## src/hdl/msb_pkg.sv

```systemverilog
// ----------------------------------------------------------------------------
// msb_pkg
// Shared constants, codes and types for the multi-stack bank.
// ----------------------------------------------------------------------------
package msb_pkg;

    localparam int NUM_STACKS  = 5;
    localparam int STACK_DEPTH = 32;
    localparam int DATA_WIDTH  = 32;

    // Field widths fixed by the port list.
    localparam int SEL_W    = 3;
    localparam int VALUE_W  = 32;
    localparam int LEVEL_W  = 6;
    localparam int STATUS_W = 2;

    localparam int ENTRIES = NUM_STACKS * STACK_DEPTH;
    localparam int ADDR_W  = (ENTRIES > 1) ? $clog2(ENTRIES) : 1;
    localparam int CNT_W   = $clog2(STACK_DEPTH + 1);
    localparam int IDX_W   = (NUM_STACKS > 1) ? $clog2(NUM_STACKS) : 1;

    localparam logic ACTION_PUSH = 1'b0;
    localparam logic ACTION_POP  = 1'b1;

    typedef enum logic [STATUS_W-1:0] {
        STATUS_DONE     = 2'd0,
        STATUS_OVERFLOW = 2'd1,
        STATUS_EMPTY    = 2'd2,
        STATUS_NO_STACK = 2'd3
    } status_t;

    typedef struct packed {
        logic                  wr_en;
        logic                  rd_en;
        logic [ADDR_W-1:0]     addr;
        logic [DATA_WIDTH-1:0] wdata;
    } mem_req_t;

    typedef struct packed {
        status_t            status;
        logic [CNT_W-1:0]   level;
        logic               pop_ok;
    } step_result_t;

endpackage

```

## src/hdl/msb_fill_ctrl.sv

```systemverilog
// ----------------------------------------------------------------------------
// msb_fill_ctrl
// Per-stack fill counters, outcome decision and element address generation.
// ----------------------------------------------------------------------------
module msb_fill_ctrl (
    input  logic                               clk,
    input  logic                               rst_n,
    input  logic                               accept,
    input  logic                               action,
    input  logic [msb_pkg::SEL_W-1:0]          stack_select,
    input  logic [msb_pkg::VALUE_W-1:0]        push_value,
    output msb_pkg::mem_req_t                  req,
    output msb_pkg::step_result_t              res
);

    logic [msb_pkg::CNT_W-1:0] fill_reg [msb_pkg::NUM_STACKS];
    logic [msb_pkg::CNT_W-1:0] fill_next;
    logic [msb_pkg::CNT_W-1:0] cur_count;
    logic [msb_pkg::IDX_W-1:0] idx;
    logic [msb_pkg::ADDR_W-1:0] base_addr;
    logic                       in_range;

    assign in_range  = (32'(stack_select) < msb_pkg::NUM_STACKS);
    assign idx       = msb_pkg::IDX_W'(stack_select);
    assign cur_count = in_range ? fill_reg[idx] : '0;
    assign base_addr = msb_pkg::ADDR_W'(msb_pkg::ADDR_W'(idx)
                     * msb_pkg::ADDR_W'(msb_pkg::STACK_DEPTH));

    always_comb
    begin
        req.wr_en  = 1'b0;
        req.rd_en  = 1'b0;
        req.addr   = base_addr + msb_pkg::ADDR_W'(cur_count);
        req.wdata  = msb_pkg::DATA_WIDTH'(push_value);
        res.status = msb_pkg::STATUS_DONE;
        res.pop_ok = 1'b0;
        fill_next  = cur_count;

        priority if (!in_range)
        begin
            res.status = msb_pkg::STATUS_NO_STACK;
        end
        else if (action == msb_pkg::ACTION_PUSH)
        begin
            if (32'(cur_count) >= msb_pkg::STACK_DEPTH)
            begin
                res.status = msb_pkg::STATUS_OVERFLOW;
            end
            else
            begin
                req.wr_en = accept;
                fill_next = cur_count + msb_pkg::CNT_W'(1);
            end
        end
        else
        begin
            if (cur_count == '0)
            begin
                res.status = msb_pkg::STATUS_EMPTY;
            end
            else
            begin
                // The top entry sits one below the current count.
                fill_next  = cur_count - msb_pkg::CNT_W'(1);
                req.addr   = base_addr + msb_pkg::ADDR_W'(fill_next);
                req.rd_en  = accept;
                res.pop_ok = 1'b1;
            end
        end

        res.level = fill_next;
    end

    always_ff @(posedge clk or negedge rst_n)
    begin
        if (!rst_n)
        begin
            for (int i = 0; i < msb_pkg::NUM_STACKS; i++)
            begin
                fill_reg[i] <= '0;
            end
        end
        else if (accept && in_range)
        begin
            fill_reg[idx] <= fill_next;
        end
    end

    assert property (@(posedge clk) disable iff (!rst_n)
        !(req.wr_en && req.rd_en))
        else $error("element store written and read by one transfer");

    assert property (@(posedge clk) disable iff (!rst_n)
        req.wr_en |-> (res.status == msb_pkg::STATUS_DONE && action == msb_pkg::ACTION_PUSH))
        else $error("element store written without a successful push");

    assert property (@(posedge clk) disable iff (!rst_n)
        (accept && in_range && action == msb_pkg::ACTION_PUSH
         && res.status == msb_pkg::STATUS_DONE)
        |=> fill_reg[$past(idx)] == msb_pkg::CNT_W'($past(cur_count) + 1'b1))
        else $error("fill count not advanced by a successful push");

    assert property (@(posedge clk) disable iff (!rst_n)
        32'(cur_count) <= msb_pkg::STACK_DEPTH)
        else $error("fill count beyond stack depth");

endmodule

```

## config.mk

```make
export PLATFORM = sky130hd
export DESIGN_NAME = msb_fill_ctrl
export DESIGN_NICKNAME = d
export VERILOG_FILES = /design/src/hdl/msb_pkg.sv /design/src/hdl/msb_fill_ctrl.sv
export SDC_FILE = /design/constraint.sdc
export NUM_CORES = 1
export LEC_CHECK = 0
export BUFFER_PORTS_ARGS = -buffer_cell sky130_fd_sc_hd__buf_2
export CAP_MARGIN = 20
export CELL_PAD_IN_SITES_DETAIL_PLACEMENT = 0
export CELL_PAD_IN_SITES_GLOBAL_PLACEMENT = 1
export CORE_ASPECT_RATIO = 0.5
export CORE_MARGIN = 3
export CORE_UTILIZATION = 36
export CTS_CLUSTER_DIAMETER = 150
export CTS_CLUSTER_SIZE = 20
export DETAILED_ROUTE_END_ITERATION = 6
export PLACE_DENSITY = 0.89
export SYNTH_ARGS = -nofsm -noshare
export SYNTH_HDL_FRONTEND = slang
export SYNTH_SLANG_ARGS = --single-unit
```

## constraint.sdc

```tcl
create_clock -name clk -period 4.2 [get_ports clk]
set_input_delay 0.84 -clock clk [delete_from_list [all_inputs] [get_ports clk]]
set_output_delay 0.84 -clock clk [all_outputs]
set_load 0.05 [all_outputs]
```

==> impl_metrics.tcl <==
set metrics [dict create \
    cp_num_buf_inv 2 \
    yosysMostFrequentCell "buf_4" \
    firstDrtPassIters 4 \
    timing.critical_path.required_ns 3.36 \
    grt_pass1_vias 1880 \
    power_frac_seq_pct 28.3 \
    die-area_sq_um 7680 \
    ys_seq_elements 30 \
    pwr-share-comb_pct 49.3 \
    synthArstFlopShare_pct 100 \
    cts_tree "built" \
    die_w_um 121 \
    drc 0 \
    ys.flop_type "dfrtp_1" \
    cts_setup_buffers 0 \
    grt_max_degree 31 \
    placed_area_sq_um 2430 \
    setup_viol 0 \
    cts_made_buffers 5 \
    cp-start-kind "input pin" \
    wl_um 5730 \
    skew_ns 0.00457 \
    layout_min_cycle_time_ns 3.96 \
    drt_iter0_drc 225 \
    area_growth_pct 9.63 \
    antenna_left 0 \
    rsz0062_at_grt "no" \
    intPower_uw 895 \
    cp_max_fo 14 \
    synth_fp_nets 313 \
    antenna_cells 0 \
    yosys.area.top_type "dfrtp_1" \
    cts_root_buf "clkbuf_16" \
    die_h_um 63.5 \
    p_sw_share_pct 43.5 \
    crit_chain "clkbuf_4, nor3b_4, o2bb2ai_2, nor2_4, ha_1, o211a_1, nand4_1, nand2_1, a22o_1, a31oi_2, clkbuf_4" \
    crit_type "in2out" \
    largest_reg_flops 30 \
    clock_path_buffers 2 \
    cts.htree.levels 2 \
    yosys_warnings 0 \
    slew_headroom_pct 46.8 \
    port_buffers 25 \
    start_util_pct 38.2 \
    dp_slack_ns 0.0812 \
    path_delay_family "simple AND/OR/NAND/NOR gates" \
    yosys-top-cells-count "33 x buf_4, 30 x dfrtp_1, 29 x nor2_1" \
    yosys.area.top_type_share_pct 31.6 \
    syn_area_sq_um 2380 \
    cts.clk_slew.worst_paths_ns 0.05 \
    cp_slowest_cell "nor3b_4" \
    row_count 20 \
    powerDensity_nw_per_um2 607 \
    period_share_pct 94.3 \
    clock_sinks 30 \
    fmax_mhz 253 \
    final_hold_viol_count 0 \
    fin_area_sq_um 2610 \
    ys_seq_area_share_pct 31.6 \
    switchingPower_uw 688 \
    worst_pin_slew_ns 0.796 \
    leakage_nw 1.18 \
    ir_drop_mv 0.183 \
    fin_nets 318 \
    gp_congestion 0.875 \
    routed_via_density 5.16 \
    slowest_delay_ns 0.46 \
    drive_above_1_share_pct 28.5 \
    dr_total_vias 1869 \
    wl_per_cell_um 15.8 \
    io_pins 90 \
    synth_edf_count 0 \
    netlist_instances 268 \
    setup_ws_ns 0.240 \
    grt_use_total_pct 15.7 \
    maxSlewViolCount 0 \
    endpoint_kind "output pin" \
    ctsHoldBuffers 0 \
    crit_arrival_ns 3.12 \
    hp-class "reg2reg" \
    core-area_sq_um 6230 \
    clk_latency_ns 0.27 \
    grt_pass1_wl_um 9640 \
    gr-total-overflow 0 \
    synth_cell_types 59 \
    antenna_found_initial 0 \
    cap_violations 0 \
    outcome "finished clean" \
    avgSynthCellArea_sq_um 8.88 \
    hpwl_um 4400 \
    synthTopCellsByArea "dfrtp_1 32%, buf_4 10%, mux2i_1 6.3%, nor2_1 4.6%, nand2_1 4.1%" \
    cp_common_cell "clkbuf_4" \
    clkPwrFrac_pct 22.4 \
]
## worst min-delay path, cell delays in order (launching register included)
cell and delay [ns]:
dfrtp_1 0.33, nand2_1 0.05, o21ai_0 0.06
## power by group through the flow
stage          clock [mW]  sequential, mW  combinational (mW)
3_3_place_gp            0           0.446               0.758
4_1_cts             0.362           0.446               0.775
6_report            0.354           0.447               0.781
3_5_place_dp            0           0.450               0.771
2_1_floorplan           0           0.428               0.646
5_1_grt             0.378           0.456               0.849
## what timing repair did
action,CTS,global route
setup endpoints to repair,0,4
endpoints found under the hold margin,0,0
resized for setup,0,7
## area by class of cell
class | count | area (sq um)
Clock inverter | 2 | 12.5
Inverter | 11 | 43.8
Multi-Input combinational cell | 183 | 1290
Fill cell | 577 | 3620
Sequential cell | 30 | 751
Clock buffer | 6 | 139
Tap cell | 88 | 110
Timing Repair Buffer | 42 | 263
## cell families (layout without fill, tap and decap cells)
kind of cell	after synthesis	after routing	share of synthesized area (%)
AO/OA/AOI/OAI	60	60	19.1
XOR/XNOR	5	5	1.84
adder cells (fa/ha/maj)	6	6	3.16
buffers and inverters	55	61	15.0
flip-flops	30	30	31.6
multiplexers	21	21	9.63
AND/OR/NAND/NOR	91	91	19.7
## final timing paths
path                            slack, ns       startpoint            to  cells after the start
worst max-delay path                 0.24  stack_select[0]       req[39]                     11
min in group asynchronous            0.59            rst_n  fill_reg[21]                      1
max in group asynchronous            3.18            rst_n   fill_reg[8]                      1
worst min register to register       0.48      fill_reg[2]   fill_reg[2]                      2
worst min-delay path                 0.48      fill_reg[2]   fill_reg[2]                      2
worst max register to register       1.79     fill_reg[19]  fill_reg[12]                     10
## placed cells by master (no fill, tap or decap), drive strengths merged, types with 2 or more instances in the layout
cell	n
a21oi	13
a221o	2
a221oi	3
a31oi	3
and2	3
and3	4
buf	39
clkbuf	9
dfrtp	30
ha	6
inv	11
mux2	5
mux2i	16
nand2	26
nand2b	3
nand3	6
nand4	2
nor2	31
nor2b	2
nor3	4
nor3b	2
nor4	3
o21a	3
o21ai	23
o21bai	2
xnor2	4
## metrics by stage
step	utilization, %	power [mW]	hold slack [ns]	TNS [ns]	std cells
floorplan	-	1.07	0.449	-0.0335	268
global placement	39.1	1.20	0.465	0	354
detailed placement	39.1	1.22	0.474	0	354
CTS	41.5	1.58	0.485	0	362
global route	41.8	1.68	0.498	0	362
finish	41.8	1.58	0.482	0	362
## layer usage
metal / up-vias / share of wire, % / global-route usage [%]
li1: 915 / - / -
met1: 878 / 48 / 22.0
met2: 54 / 46 / 24.7
met3: 22 / 5.0 / 2.87
met4: 0 / 1.4 / 4.52
met5: - / 0 / 0
Power figures use the tool's default switching activity.
